[config.mk]
export PLATFORM = sky130hd
export DESIGN_NAME = ppsc_queue
export DESIGN_NICKNAME = d
export VERILOG_FILES = /design/src/rtl/core/ppsc_pkg.sv /design/src/rtl/core/ppsc_queue.sv
export SDC_FILE = /design/constraint.sdc
export NUM_CORES = 1
export LEC_CHECK = 0
export ABC_AREA = 1
export BUFFER_PORTS_ARGS = -buffer_cell sky130_fd_sc_hd__buf_2
export CAP_MARGIN = 20
export CORE_MARGIN = 8
export CORE_UTILIZATION = 57
export CTS_BUF_LIST = sky130_fd_sc_hd__clkbuf_8
export DETAILED_ROUTE_END_ITERATION = 10
export PLACE_DENSITY = 0.9
export SLEW_MARGIN = 20
export SYNTH_ARGS = -nofsm -noshare
export SYNTH_HDL_FRONTEND = slang
export SYNTH_SLANG_ARGS = --single-unit
[constraint.sdc]
create_clock -name clk -period 3.7 [get_ports clk]
set_clock_uncertainty 0.1 [all_clocks]
set_input_delay 0.37 -clock clk [delete_from_list [all_inputs] [get_ports clk]]
set_output_delay 0.37 -clock clk [all_outputs]
set_load 0.01 [all_outputs]
[src/rtl/core/ppsc_pkg.sv]
// ============================================================================
// ppsc_pkg - shared types and constants
// Constants, opcodes and queue entry type for the per-pixel separable filter.
// ============================================================================
package ppsc_pkg;

	localparam int MAX_WIDTH  = 256;
	localparam int MAX_HEIGHT = 256;
	localparam int MAX_KERNEL = 15;

	localparam int COL_W   = $clog2(MAX_WIDTH);
	localparam int ROW_W   = $clog2(MAX_HEIGHT);
	localparam int ADDR_W  = COL_W + ROW_W;
	localparam int KIDX_W  = $clog2(MAX_KERNEL);
	localparam int WCNT_W  = $clog2(2 * MAX_KERNEL + 1);
	localparam int STORE_DEPTH = MAX_WIDTH * MAX_HEIGHT;

	localparam int CFG_IDX_W  = 2;
	localparam int CFG_DATA_W = 9;

	typedef enum logic [CFG_IDX_W-1:0] {
		REG_WIDTH  = 2'd0,
		REG_HEIGHT = 2'd1,
		REG_KERNEL = 2'd2
	} cfg_reg_t;

	typedef enum logic {
		OP_SAMPLE = 1'b0,
		OP_WEIGHT = 1'b1
	} opcode_t;

	typedef enum logic [1:0] {
		CMD_SAMPLE = 2'd0, // write frame store
		CMD_HWT    = 2'd1, // write row weight
		CMD_VWT    = 2'd2  // vertical tap: walk the row
	} cmd_kind_t;

	// One classified request handed from the front to the back end.
	typedef struct packed {
		cmd_kind_t                kind;
		logic signed [15:0]       value;
		logic [ADDR_W-1:0]        addr;      // sample address
		logic [KIDX_W-1:0]        widx;      // row weight index
		logic [ROW_W-1:0]         out_row;
		logic [COL_W-1:0]         out_col;
		logic [COL_W:0]           width;     // effective width
		logic [ROW_W:0]           height;
		logic [KIDX_W:0]          ksize;
		logic                     row_ok;    // tap row inside the image
		logic [ROW_W-1:0]         tap_row;
		logic                     first_tap;
		logic                     last_tap;
		logic                     last_pixel;
	} cmd_t;

	typedef enum logic [1:0] {
		BK_IDLE = 2'd0,
		BK_WALK = 2'd1,
		BK_ACC  = 2'd2,
		BK_OUT  = 2'd3
	} bk_state_t;

endpackage

[src/rtl/core/ppsc_queue.sv]
// ============================================================================
// ppsc_queue - command FIFO
// Four-entry queue between classifier and execution unit.
// ============================================================================
module ppsc_queue (
	input  logic           clk,
	input  logic           arst_n,
	input  logic           push,
	input  ppsc_pkg::cmd_t push_data,
	output logic           full,
	input  logic           pop,
	output logic           not_empty,
	output ppsc_pkg::cmd_t head
);
	import ppsc_pkg::*;

	cmd_t slot_q [4];
	logic [1:0] wp_q, rp_q;
	logic [2:0] cnt_q;

	assign full = cnt_q == 3'd4;
	assign not_empty = cnt_q != '0;
	assign head = slot_q[rp_q];

	always_ff @(posedge clk) begin
		if (push)
			slot_q[wp_q] <= push_data;
	end

	always_ff @(posedge clk or negedge arst_n) begin
		if (!arst_n) begin
			wp_q <= '0; rp_q <= '0; cnt_q <= '0;
		end else begin
			if (push) wp_q <= wp_q + 1'b1;
			if (pop)  rp_q <= rp_q + 1'b1;
			cnt_q <= cnt_q + 3'(push) - 3'(pop);
		end
	end

	assert property (@(posedge clk) disable iff (!arst_n) !(push && full))
		else $error("queue overflow");
	assert property (@(posedge clk) disable iff (!arst_n) pop |-> not_empty)
		else $error("queue underflow");
	assert property (@(posedge clk) disable iff (!arst_n) cnt_q <= 3'd4)
		else $error("queue count out of range");
endmodule

# == Yosys cells after proc, flatten, opt, wreduce, memory -nomap -nowiden ==
# Memory sizes are Yosys's and may differ from the RTL's.
# Index checks and enable logic that the tools add are counted.
# word_totals
register_bits,7
mem_count,1
mem_bits_rw,356
word_cells,12
out_inout_bits,91
inputBits,93
# classes
mux,2
n_addsub,4
eq_ne,1
reduce_logical,1
# memory_table
memory,depth,width,rd,rd_ports_with_merged_regs,wr,line,rtl
slot_q,4,89,1,0,1,ppsc_queue.sv:17,cmd_t slot_q [4];
# ops
operator,n
adder 2 x 1 -> 2 bit (second input constant),2
adder 3 x 1 -> 3 bit,1
== test 3 bit (second input constant),1
nonzero test 3 bit,1
subtractor 3 x 1 -> 3 bit,1
two-way mux 1 bit,2

# == Longest topological paths before layout ==
# logic_depth
word_depth,2
depth_mapped,10
depth_no_buf,10

# == Least setup slack after synthesis ==
# Ideal clock, no wire load.
# synth_timing
kind,reg-to-reg
startpoint,register wp_q[0]
endpoint,"memory slot_q[0][0] (netlist bit), enable pin"
slack_ns,0.753
n_path_buf,0
stages_incl_launch_ff,5
arrival_time_ns,2.405
t_required_ns,3.157
path_cell_list,dfrtp_1 inv_1 ha_1 nand2_1 inv_1
# synth_lines
element,line,rtl
from (decl),ppsc_queue.sv:18,"logic [1:0] wp_q, rp_q;"
from (signal assigned),ppsc_queue.sv:34,if (push) wp_q <= wp_q + 1'b1;
to (decl),ppsc_queue.sv:17,
# Straight into the memory's write port.

==> results_dict.tcl <==
set metrics [dict create \
    clockBufferDepth 3 \
    yosys.area.top_type "edfxtp_1" \
    drive_gt1_share_pct 15.01 \
    crit_path_start_kind "flop" \
    cellPowerDensity_nw_per_um2 732.8 \
    synth_area_per_cell_um2 10.68 \
    grt_max_degree 181 \
    place_congestion 0.7895 \
    synth_top_family_by_area "simple AND/OR/NAND/NOR gates" \
    cp.arrival_ns 2.57 \
    tritoncts "built" \
    slowest_stage "buf_4" \
    hold_viol 0 \
    nNetsFinal 1824 \
    synthMuxAreaShare_pct 0 \
    cpMostUsedCell "buf_4" \
    clock_latency_ns 0.56 \
    synth-compound-area-share_pct 0.03255 \
    grt_overflow 0 \
    synth_fa_ha_area_share_pct 0.6185 \
    clock_sinks 363 \
    pin_count 184 \
    grt_pass1_wl_um 56440 \
    dieWidth_um 180.2 \
    report.final.slew_viol_count 0 \
    cts_inserted_buffers 54 \
    synth-simple-area-share_pct 17.03 \
    r2r_slack_ns 1.57 \
    cts-resized-gates 0 \
    wire_per_inst_um 16.87 \
    start_util_pct 57.52 \
    final_util_pct 68.85 \
    synth-xor-area-share_pct 0.1709 \
    synth_top_area_share_pct 69.54 \
    area_growth_pct 19.70 \
    required_ns 3.23 \
    yosysSeqAreaShare_pct 70.68 \
    via_per_inst 5.085 \
    n_fill_cell 1737 \
    period_needed_ns 3.044 \
    min_path_type "input port to asynchronous set/reset pin" \
    final.period_utilization_pct 82.26 \
    drt_iter0_markers 884 \
    vias 10730 \
    synth.cell_area_um2 15370 \
    grt.total_usage_pct 21.51 \
    p_leak_nw 8.676 \
    core_um2 26730 \
    critical-path-max-stage-delay_ns 0.61 \
    syn_inst 1440 \
    final_antenna_net_count 0 \
    crit_fanout 46 \
    cts_setup_buffers 0 \
    grt_pass1_vias 11470 \
    htree_levels 2 \
    status "completed" \
    dp_hpwl_um 19790 \
    rsz0062_at_grt "false" \
    syn_nets 1540 \
    synth_area_leaders "edfxtp_1 70%, nand2_1 11%, inv_1 9.0%" \
    yosysWarnings 0 \
    route.detailed.drc 0 \
    ys_ff_latch 363 \
    worst_slew_pin_slew_ns 0.8909 \
    ir_worst_vdd_mv 0.7826 \
    cts-root-buf "clkbuf_8" \
    rows 60 \
    setup_violations 0 \
    path_cells "buf_4 -> buf_4 -> nand3_1 -> nand2_1 -> buf_2" \
    wl_um 35600 \
    ys_types 17 \
    port_buffers 183 \
    setup_tns_ns 0 \
    fp.dieH_um 180.2 \
    worstSetupPathType "flop to output pin" \
    slew_headroom_pct 40.60 \
    clkTransAtPathRegs_ns 0.06 \
    endpoint_kind "output pin" \
    cap_violations 0 \
    ctsHoldBuffers 92 \
    first_pass_iters 4 \
    die_area_um2 32480 \
    max_freq_mhz 328.6 \
    antenna_found_initial 4 \
]
-- worst max-delay path, delay by kind of cell, from the launching register on --
| family | cells | cell delay (ns) |
|---|---|---|
| buffers and inverters | 3 | 1.24 |
| flip-flops | 1 | 0.42 |
| AND/OR/NAND/NOR | 2 | 0.33 |
-- layer usage --
layer	GRT usage [%]	vias to the layer above	share of wire, %
met2	38.65	491	52
met3	4.556	92	7.1
met4	8.995	2	2.9
met5	0	-	0.022
li1	-	5061	-
met1	24.60	5084	38
-- power by group --
part	leakage, nW	total, mW	switching (mW)	internal (mW)
clock	0.556	2.84	1.43	1.41
combinational	4.77	5.06	3.49	1.57
sequential	3.35	5.58	0.195	5.39
total	8.68	13.5	5.11	8.38
-- registers in the layout (all words and copies together) (netlist names) --
signal	count
cnt_q	3
rp_q	2
slot_q	356
wp_q	2
-- Yosys cell counts --
cell type	instances
buf_1	1
buf_2	31
buf_4	6
buf_6	12
clkbuf_1	9
dfrtp_1	7
edfxtp_1	356
fa_1	1
ha_1	6
inv_1	368
inv_2	1
inv_4	1
nand2_1	456
nand3_1	180
nor3_1	1
o21ai_0	1
xor2_1	3
-- path summary, 6_finish.rpt --
check                         start  depth (start not counted)            end
min reg2reg                cnt_q[1]                          2       cnt_q[2]
max in group asynchronous    arst_n                          2        rp_q[1]
max reg2reg                 wp_q[0]                          5  slot_q[0][79]
max                         rp_q[1]                          5       head[75]
min                          arst_n                          2       cnt_q[0]
min in group clk           cnt_q[1]                          2       cnt_q[2]
-- through the flow --
stage                     hold slack [ns]  instances  worst slack, ns  power, mW  instance area, um^2
after floorplan                  -0.02559       1440           0.7526      8.880                15370
after global placement             0.1163       1917            1.387      10.41                16530
after detailed placement           0.1207       1917            1.286      10.58                16530
after CTS                         0.03840       2106           0.6525      13.50                18390
after global routing              0.05468       2109           0.5247      14.29                18400
final                             0.06781       2110           0.6564      13.48                18400
-- cell families after synthesis --
| logic type | count (synthesis) |
|---|---|
| AO/OA/AOI/OAI | 1 |
| XOR/XNOR | 3 |
| adder cells (fa/ha/maj) | 7 |
| buffers and inverters | 429 |
| flip-flops | 363 |
| AND/OR/NAND/NOR | 637 |
-- cell type report --
cell class / instances / area (um^2) / area share (%)
Clock buffer: 57 / 784.5 / 4.263
Clock inverter: 40 / 156.4 / 0.8499
Tap cell: 341 / 426.7 / 2.319
Antenna cell: 4 / 10.01 / 0.05440
Inverter: 370 / 1405 / 7.636
Sequential cell: 363 / 10870 / 59.09
Multi-Input combinational cell: 648 / 2744 / 14.91
Timing Repair Buffer: 287 / 2002 / 10.88
-- layout by cell type (no fill, tap or decap) --
| cell | count |
|---|---|
| o21ai_0 | 1 |
| inv_1 | 383 |
| buf_2 | 183 |
| inv_4 | 4 |
| clkbuf_8 | 57 |
| dfrtp_1 | 5 |
| dfrtp_4 | 2 |
| fa_1 | 1 |
| diode_2 | 4 |
| edfxtp_1 | 356 |
| clkinv_1 | 16 |
| nand3_1 | 180 |
| nor3_1 | 1 |
| buf_12 | 6 |
| dlygate4sd3_1 | 92 |
| clkinv_2 | 6 |
| buf_4 | 6 |
| ha_1 | 6 |
| nand2_1 | 456 |
| inv_6 | 1 |
| xor2_1 | 3 |
Power figures use the tool's default switching activity.
