[src/rtl/core/ppsc_pkg.sv]
// ============================================================================
// ppsc_pkg - shared types and constants
// Constants, opcodes and queue entry type for the per-pixel separable filter.
// ============================================================================
package ppsc_pkg;

	localparam int MAX_WIDTH  = 256;
	localparam int MAX_HEIGHT = 256;
	localparam int MAX_KERNEL = 15;

	localparam int COL_W   = $clog2(MAX_WIDTH);
	localparam int ROW_W   = $clog2(MAX_HEIGHT);
	localparam int ADDR_W  = COL_W + ROW_W;
	localparam int KIDX_W  = $clog2(MAX_KERNEL);
	localparam int WCNT_W  = $clog2(2 * MAX_KERNEL + 1);
	localparam int STORE_DEPTH = MAX_WIDTH * MAX_HEIGHT;

	localparam int CFG_IDX_W  = 2;
	localparam int CFG_DATA_W = 9;

	typedef enum logic [CFG_IDX_W-1:0] {
		REG_WIDTH  = 2'd0,
		REG_HEIGHT = 2'd1,
		REG_KERNEL = 2'd2
	} cfg_reg_t;

	typedef enum logic {
		OP_SAMPLE = 1'b0,
		OP_WEIGHT = 1'b1
	} opcode_t;

	typedef enum logic [1:0] {
		CMD_SAMPLE = 2'd0, // write frame store
		CMD_HWT    = 2'd1, // write row weight
		CMD_VWT    = 2'd2  // vertical tap: walk the row
	} cmd_kind_t;

	// One classified request handed from the front to the back end.
	typedef struct packed {
		cmd_kind_t                kind;
		logic signed [15:0]       value;
		logic [ADDR_W-1:0]        addr;      // sample address
		logic [KIDX_W-1:0]        widx;      // row weight index
		logic [ROW_W-1:0]         out_row;
		logic [COL_W-1:0]         out_col;
		logic [COL_W:0]           width;     // effective width
		logic [ROW_W:0]           height;
		logic [KIDX_W:0]          ksize;
		logic                     row_ok;    // tap row inside the image
		logic [ROW_W-1:0]         tap_row;
		logic                     first_tap;
		logic                     last_tap;
		logic                     last_pixel;
	} cmd_t;

	typedef enum logic [1:0] {
		BK_IDLE = 2'd0,
		BK_WALK = 2'd1,
		BK_ACC  = 2'd2,
		BK_OUT  = 2'd3
	} bk_state_t;

endpackage

[src/rtl/core/ppsc_front.sv]
// ============================================================================
// ppsc_front - request classifier
// Tracks load/compute phase and counters, turns each request into a command.
// ============================================================================
module ppsc_front (
	input  logic                       clk,
	input  logic                       arst_n,
	input  logic                       cfg_we,
	input  logic [ppsc_pkg::CFG_IDX_W-1:0]  cfg_idx,
	input  logic [ppsc_pkg::CFG_DATA_W-1:0] cfg_data,
	input  logic                       in_valid,
	output logic                       in_ready,
	input  logic                       in_op,
	input  logic [15:0]                in_value,
	output logic                       cmd_push,
	output ppsc_pkg::cmd_t             cmd,
	input  logic                       q_full
);
	import ppsc_pkg::*;

	logic [8:0] width_q, height_q;
	logic [3:0] ksize_q;
	logic [ADDR_W:0] load_idx_q;
	logic [COL_W-1:0] col_q;
	logic [ROW_W-1:0] row_q;
	logic [WCNT_W-1:0] wcnt_q;
	logic compute_q;

	logic [COL_W:0] w_eff;
	logic [ROW_W:0] h_eff;
	logic [KIDX_W:0] k_eff;
	logic [KIDX_W-1:0] pad;
	logic [WCNT_W-1:0] tap;
	logic signed [ROW_W+2:0] tap_row_s;
	logic take, last_pix, wrap_col, load_done;

	always_comb begin
		w_eff = (width_q == '0) ? (COL_W+1)'(1) :
			(width_q > 9'(MAX_WIDTH)) ? (COL_W+1)'(MAX_WIDTH) : (COL_W+1)'(width_q);
		h_eff = (height_q == '0) ? (ROW_W+1)'(1) :
			(height_q > 9'(MAX_HEIGHT)) ? (ROW_W+1)'(MAX_HEIGHT) : (ROW_W+1)'(height_q);
		k_eff = (ksize_q == '0) ? (KIDX_W+1)'(1) :
			(ksize_q > 4'(MAX_KERNEL)) ? (KIDX_W+1)'(MAX_KERNEL) : (KIDX_W+1)'(ksize_q);
		pad = KIDX_W'((k_eff - 1'b1) >> 1);
		tap = wcnt_q - WCNT_W'(k_eff);
		tap_row_s = $signed({3'b000, row_q}) - $signed({3'b000, pad})
			+ $signed({1'b0, (ROW_W+2)'(tap)});
	end

	assign in_ready = !q_full;
	assign take = in_valid && in_ready;
	assign wrap_col = (COL_W+1)'(col_q) + 1'b1 >= w_eff;
	assign last_pix = wrap_col && ((ROW_W+1)'(row_q) + 1'b1 >= h_eff);
	assign load_done = (load_idx_q + 1'b1) >= (ADDR_W+1)'(w_eff * h_eff);

	always_comb begin
		cmd = '0;
		cmd.value   = $signed(in_value);
		cmd.addr    = load_idx_q[ADDR_W-1:0];
		cmd.widx    = KIDX_W'(wcnt_q);
		cmd.out_row = row_q;
		cmd.out_col = col_q;
		cmd.width   = w_eff;
		cmd.height  = h_eff;
		cmd.ksize   = k_eff;
		cmd.tap_row = tap_row_s[ROW_W-1:0];
		cmd.row_ok  = !tap_row_s[ROW_W+2] && (tap_row_s < $signed({2'b00, h_eff}));
		cmd.first_tap  = wcnt_q == WCNT_W'(k_eff);
		cmd.last_tap   = wcnt_q + 1'b1 == WCNT_W'({k_eff, 1'b0});
		cmd.last_pixel = last_pix;
		cmd_push = 1'b0;
		if (take) begin
			if (!compute_q && in_op == OP_SAMPLE) begin
				cmd.kind = CMD_SAMPLE;
				cmd_push = 1'b1;
			end else if (compute_q && in_op == OP_WEIGHT) begin
				cmd.kind = (wcnt_q < WCNT_W'(k_eff)) ? CMD_HWT : CMD_VWT;
				cmd_push = 1'b1;
			end
		end
	end

	always_ff @(posedge clk or negedge arst_n) begin
		if (!arst_n) begin
			width_q <= 9'd256; height_q <= 9'd256; ksize_q <= 4'd3;
			load_idx_q <= '0; col_q <= '0; row_q <= '0; wcnt_q <= '0;
			compute_q <= 1'b0;
		end else if (cfg_we) begin
			case (cfg_idx)
				REG_WIDTH:  width_q  <= cfg_data;
				REG_HEIGHT: height_q <= cfg_data;
				REG_KERNEL: ksize_q  <= cfg_data[3:0];
				default: ;
			endcase
			if (cfg_idx == REG_WIDTH || cfg_idx == REG_HEIGHT || cfg_idx == REG_KERNEL) begin
				load_idx_q <= '0; col_q <= '0; row_q <= '0; wcnt_q <= '0;
				compute_q <= 1'b0;
			end
		end else if (cmd_push) begin
			if (!compute_q) begin
				load_idx_q <= load_idx_q + 1'b1;
				if (load_done) begin
					compute_q <= 1'b1; col_q <= '0; row_q <= '0; wcnt_q <= '0;
				end
			end else if (cmd.last_tap && cmd.kind == CMD_VWT) begin
				wcnt_q <= '0;
				if (last_pix) begin
					compute_q <= 1'b0; load_idx_q <= '0; col_q <= '0; row_q <= '0;
				end else if (wrap_col) begin
					col_q <= '0; row_q <= row_q + 1'b1;
				end else
					col_q <= col_q + 1'b1;
			end else
				wcnt_q <= wcnt_q + 1'b1;
		end
	end

	// Weight counter never passes the vertical taps.
	assert property (@(posedge clk) disable iff (!arst_n)
		wcnt_q < WCNT_W'(2 * MAX_KERNEL))
		else $error("weight counter overrun");
	assert property (@(posedge clk) disable iff (!arst_n)
		cmd_push |-> in_valid && in_ready)
		else $error("push without request");
	assert property (@(posedge clk) disable iff (!arst_n)
		!compute_q |-> wcnt_q == '0)
		else $error("weights counted while loading");
endmodule

[config.mk]
export PLATFORM = sky130hd
export DESIGN_NAME = ppsc_front
export DESIGN_NICKNAME = d
export VERILOG_FILES = /design/src/rtl/core/ppsc_pkg.sv /design/src/rtl/core/ppsc_front.sv
export SDC_FILE = /design/constraint.sdc
export NUM_CORES = 1
export LEC_CHECK = 0
export BUFFER_PORTS_ARGS = -buffer_cell sky130_fd_sc_hd__buf_2
export CORE_ASPECT_RATIO = 0.6
export CORE_MARGIN = 10
export CORE_UTILIZATION = 60
export CTS_BUF_LIST = sky130_fd_sc_hd__clkbuf_8
export DETAILED_ROUTE_END_ITERATION = 10
export PLACE_DENSITY = 0.95
export SETUP_SLACK_MARGIN = 0.5
export SLEW_MARGIN = 20
export SYNTH_ARGS = -nofsm -noshare
export SYNTH_HDL_FRONTEND = slang
export SYNTH_SLANG_ARGS = --single-unit
export TNS_END_PERCENT = 5
[constraint.sdc]
create_clock -name clk -period 8.2 [get_ports clk]
set_clock_uncertainty 0.15 [all_clocks]
set_input_delay 0.41 -clock clk [delete_from_list [all_inputs] [get_ports clk]]
set_output_delay 0.41 -clock clk [all_outputs]
set_load 0.02 [all_outputs]
Word level (Yosys, flattened, before mapping)

Cells that the tools add are included.

Register bits after elaboration: 61
Bits of input ports: 33
Output and inout bits: 91

Add/subtract/negate cells: 10
Multiply operators: 1
$lt $le $gt $ge: 8
Eq/ne operators: 9
Multiplexer cells: 46
Bitwise gates (word level): 1
Reductions and logical operators: 25

Operators by type and width:

| cell                                                  | count |
|---|---|
| 2-to-1 mux 8 bit                                      | 14 |
| 2-to-1 mux 17 bit                                     | 6 |
| 2-to-1 mux 9 bit                                      | 4 |
| 2-to-1 mux 5 bit                                      | 6 |
| adder 8 x 1 -> 9 bit, second input constant           | 2 |
| >= comparator 9 bit                                   | 2 |
| > comparator 9 bit, second input constant             | 2 |
| zero test 9 bit                                       | 2 |
| adder 17 x 1 -> 17 bit, second input constant         | 1 |
| >= comparator 17 bit                                  | 1 |
| multiplier 9 x 9 -> 17 bit                            | 1 |
| adder 8 x 1 -> 8 bit, second input constant           | 2 |
| adder 9 x 6 -> 10 bit                                 | 1 |
| less-than comparator 10 bit                           | 1 |
| 2-to-1 mux 1 bit                                      | 10 |
| subtractor 8 x 4 -> 9 bit                             | 1 |
| 2-to-1 mux 2 bit                                      | 4 |
| 2-to-1 mux 4 bit                                      | 2 |
| AND reduction 2 bit                                   | 4 |
| AND reduction 4 bit                                   | 2 |
| logical AND 1 bit                                     | 6 |
| inequality test 3 x 2 -> 1 bit, second input constant | 2 |
| adder 5 x 1 -> 5 bit, second input constant           | 1 |
| equality test 5 x 4 -> 1 bit                          | 1 |
| other kinds (18)                                      | 22 |

Longest topological paths before layout

Depth after elaboration: 14
Gate-level depth with buffers: 32
Mapped depth without buffers: 30

Least setup slack after synthesis

No wires, ideal clock.

Path kind: register to register
From: register height_q[4]
To: register row_q[5]
Library setup time: 0.138 ns
Arrival time: 6.425 ns
Required time: 7.912 ns
Setup slack: 1.487 ns
Cell stages (with the launch flop): 29
Path buffers: 1
Cells stage by stage: dfrtp_1 or4_1 nor4_1 o21ai_0 inv_1 nand2_1 fa_1 inv_1 fa_1 inv_1 fa_1 fa_1 inv_1 ha_1 o21a_1 o21ai_0 a21oi_1 a211oi_1 a21oi_1 xnor2_1 ha_1 a21oi_1 o21ai_0 a211oi_1 a21bo_2 and3_1 buf_6 nand3_4 o221ai_1

RTL lines:

| what                   | line              | RTL |
|---|---|---|
| from (decl)            | ppsc_front.sv:21  | `logic [8:0] width_q, height_q;` |
| from (signal assigned) | ppsc_front.sv:91  | `REG_HEIGHT: height_q <= cfg_data;` |
| to (signal assigned)   | ppsc_front.sv:86  | `load_idx_q <= '0; col_q <= '0; row_q <= '0; wcnt_q <= '0;` |
| to (signal assigned)   | ppsc_front.sv:96  | `load_idx_q <= '0; col_q <= '0; row_q <= '0; wcnt_q <= '0;` |
| to (signal assigned)   | ppsc_front.sv:103 | `compute_q <= 1'b1; col_q <= '0; row_q <= '0; wcnt_q <= '0;` |
| to (decl)              | ppsc_front.sv:25  | `logic [ROW_W-1:0] row_q;` |

Final worst setup path

From: register height_q[4]
To: register col_q[6]

Word-level cells in the longest chain between the ends: 10

Ends and longest elaborated chain:

| what                                                                               | line              | RTL |
|---|---|---|
| > comparator 9 bit                                                                 | ppsc_front.sv:41  | `(height_q > 9'(MAX_HEIGHT)) ? (ROW_W+1)'(MAX_HEIGHT) : (ROW_W+1)'(height_q);` |
| 2-to-1 mux 9 bit                                                                   | ppsc_front.sv:41  |  |
| 2-to-1 mux 9 bit (*)                                                               | ppsc_front.sv:40  | `h_eff = (height_q == '0) ? (ROW_W+1)'(1) :` |
| parallel branches: the longest is 7 deep, another holds multiplier 9 x 9 -> 17 bit | --                |  |
| to (signal assigned)                                                               | ppsc_front.sv:112 | `col_q <= col_q + 1'b1;` |
| to (decl)                                                                          | ppsc_front.sv:24  | `logic [COL_W-1:0] col_q;` |

Mark *: on every way between the ends. The select of a mux whose other input is x is not followed.
A chain may end at the register's enable or synchronous reset.

==> results.md <==
- Pleak: approximately 0.0045 uW
- Post-synth net total: roughly 1100
- Syn. warnings: 0
- CTS tree: done
- Via Count: 6985
- Comb pwr share: ~72%
- Post-synthesis register bit count: 61
- Dpl cell area: between 8000 and 9000 um2
- Final WS setup: 0.8566 ns
- Total Wirelength: 22120 um
- Die area: around 18000 um2
- Worst hold path type: in2async
- Clock root buffer: clkbuf_8
- Reg power frac: 15.1%
- NetSw: around 1500 uW
- Dominant delay contributor by cell family on the critical path: adder cells
- Crit path time final: 7.343 ns
- Post-synth top cells: inv_1 (118), ha_1 (97), nand2_1 (85)
- Slew headroom: between 40% and 50%
- Power Density: around 330 nW/um2
- Die Y-Extent: between 100 and 150 um
- Max Slew Vio Count: 0
- Slowest CP cell: fa_1
- Netlist cell types: 74
- Top-area cell type share of the netlist area: between 15 and 20%
- Top cell type by total area after synthesis: dfrtp_1
- All-layer global routing usage: 23.58%
- Share of layout cells above drive strength 1: 16.48%
- Final Non-Filler Cells: 1141
- Post-CTS Hold Buffers: 0
- Post-synthesis adder-cell area fraction: about 29%
- Reg2reg setup slack: 0.86 ns
- Largest net degree at the start of global routing: 62
- Synth Area in Compound Gates: between 10% and 20%
- Clk sinks: between 60 and 70
- Synth Area in XOR/XNOR: approximately 6.6%
- Router iterations before antenna repair: 6
- Pre-CTS WS: 0.5406 ns
- Die width: approximately 170 um
- Status: completed
- Worst-path fanout max: 18
- Final setup violation count: 0
- Worst-path clk slew: 0.09 ns
- Fin area: roughly 8500 um2
- Initial Utilization: between 60 and 70%
- Top FF cell, synth: dfrtp_1
- Nets: ~1100
- DR WL/cell: approximately 19 um
- Post-Synthesis Cells: around 930
- Largest family of logic cells by synthesized area: adder cells
- CP arrival: 7.42 ns
- DRC Markers: 0
- Rows: 32
- Critical Path Sink Type: register
- Final period util: between 80% and 90%
- RSZ-0062 raised after global routing: false
- Clock buffer depth: 2
- Worst Path Required: just over 8 ns
- VDD IR max: approximately 190 uV
- I/O pin cnt: 124
- Final antenna-violating net count: 0
- Core footprint: between 10000 and 15000 um2
- DP HPWL: around 17000 um
- Cells after DPL: between 1000 and 1500
- Internal power: 1328 uW
- CTS Buf Count: 9
- Slowest stage delay, CP: 0.61 ns
- WS Path Type: reg2reg
- Syn Area/Cell: ~8.5 um2
- Port bufs: 90
- Routability Congestion: just over 1
- Count leader, synth: inv_1
- First-pass GRT wire length: approximately 36000 um
- Register area share after synthesis: 19.29%
- Initial antenna violation count: 0
- Syn Std Cell Area: 7938 um2
- H-tree Lvls: 3
- Post-synthesis mux area share: under 10%
- Simple-gate area share of the yosys netlist: around 17%
- Worst-Skew Late Latency: 0.37 ns
- CP Launch Type: register
- Final TNS setup: 0 ns
- Final hold violation count: 0
- CP bufs+invs: 4
- Grt ovf: 0
- F_max: ~0.14 GHz
- Vias in the first global route: between 6000 and 7000
- Max cap viols: 0
- Fraction of registers with async set/reset: 100.0%
- Area contributors post-synth: dfrtp_1 (18%), ha_1 (15%), fa_1 (13%)
- Iter 0 DRT Violations: just under 800
- Synth-to-Final Area Change: 6.542%
- Ant diodes: 0
- Vias per cell: about 6.1
- Sw frac: between 50% and 60%
- Clk network pwr share: approximately an eighth
- Least-Margin Pin Slew: around 0.88 ns
- Post-synth EDFFs: 0
[kinds of logic (layout without fill, tap and decap cells)]
kind of cell	Yosys count	in the layout
DFF	61	61
AOI/OAI and AO/OA	156	156
muxes	27	27
xor gates and xnor gates	58	58
other	2	2
adders and majority gates	150	150
and+or+nand+nor	287	287
buffers and inverters	191	230
[layout by cell type (no fill, tap or decap), types with 6 or more instances in the layout]
cell type and count:
or2_2 6, mux2_2 22, clkbuf_8 10, nand3_1 23, xor2_1 29, o21ai_1 14, nor3_1 22, o2bb2ai_1 12
o21ai_0 23, dfrtp_1 57, nand4_1 8, fa_1 52, and3_1 9, ha_1 97, nor2_1 83, nand2_1 85
inv_1 118, buf_2 90, o31ai_1 7, xnor2_1 28, o21a_1 7, nand2b_1 11, a21o_1 9, nor2b_1 15
a21oi_1 41
[sequential cells by signal, summed over array words and instances, names as in the netlist]
name        count
wcnt_q          5
compute_q       1
width_q         9
col_q           8
height_q        9
row_q           8
ksize_q         4
load_idx_q     17
[final cells by class]
cell class	count	area (um2)
multi-input cells	680	5538
fillers	1021	4436
flip-flops and latches	61	1531
repair buffers	93	473.0
inverters	121	454.2
well taps	170	212.7
clock buffers	10	137.6
clock inverters	6	110.1
[power groups by stage]
stage	sequential [uW]	combinational [uW]	clock [uW]
detailed placement	424	1940	0
global route	431	2230	363
floorplan	407	1450	0
global placement	420	1870	0
CTS	419	1980	348
finish	423	2030	351
[through the flow]
stage	hold slack, ns	util (%)	total power [uW]
finish	0.04780	65.60	2801
global route	0.1162	65.60	3021
CTS	0.1027	65.44	2745
detailed placement	0.3689	63.51	2365
global placement	0.3541	63.51	2291
floorplan	-0.03559	-	1861
[per-layer routing]
layer	vias up	part of all wire [%]	global-route usage [%]
met2	443	43	36.01
li1	3162	-	-
met5	-	0	0
met4	0	1.5	4.208
met1	3329	43	32.35
met3	51	12	7.690
[worst paths after layout]
path | to | cells after the start | from
max | col_q[6] | 28 | height_q[4]
min | row_q[6] | 2 | arst_n
max reg2reg | col_q[6] | 28 | height_q[4]
min reg2reg | height_q[4] | 1 | height_q[4]
max in group asynchronous | load_idx_q[8] | 2 | arst_n
min in group clk | width_q[8] | 3 | cfg_data[8]
[timing repair]
item	CTS	global route
setup buffers	0	0
resized for setup	1	7
hold endpoints to repair	0	0
endpoints found under the setup margin	1	20
pin swaps	0	1
Power figures use the tool's default switching activity.
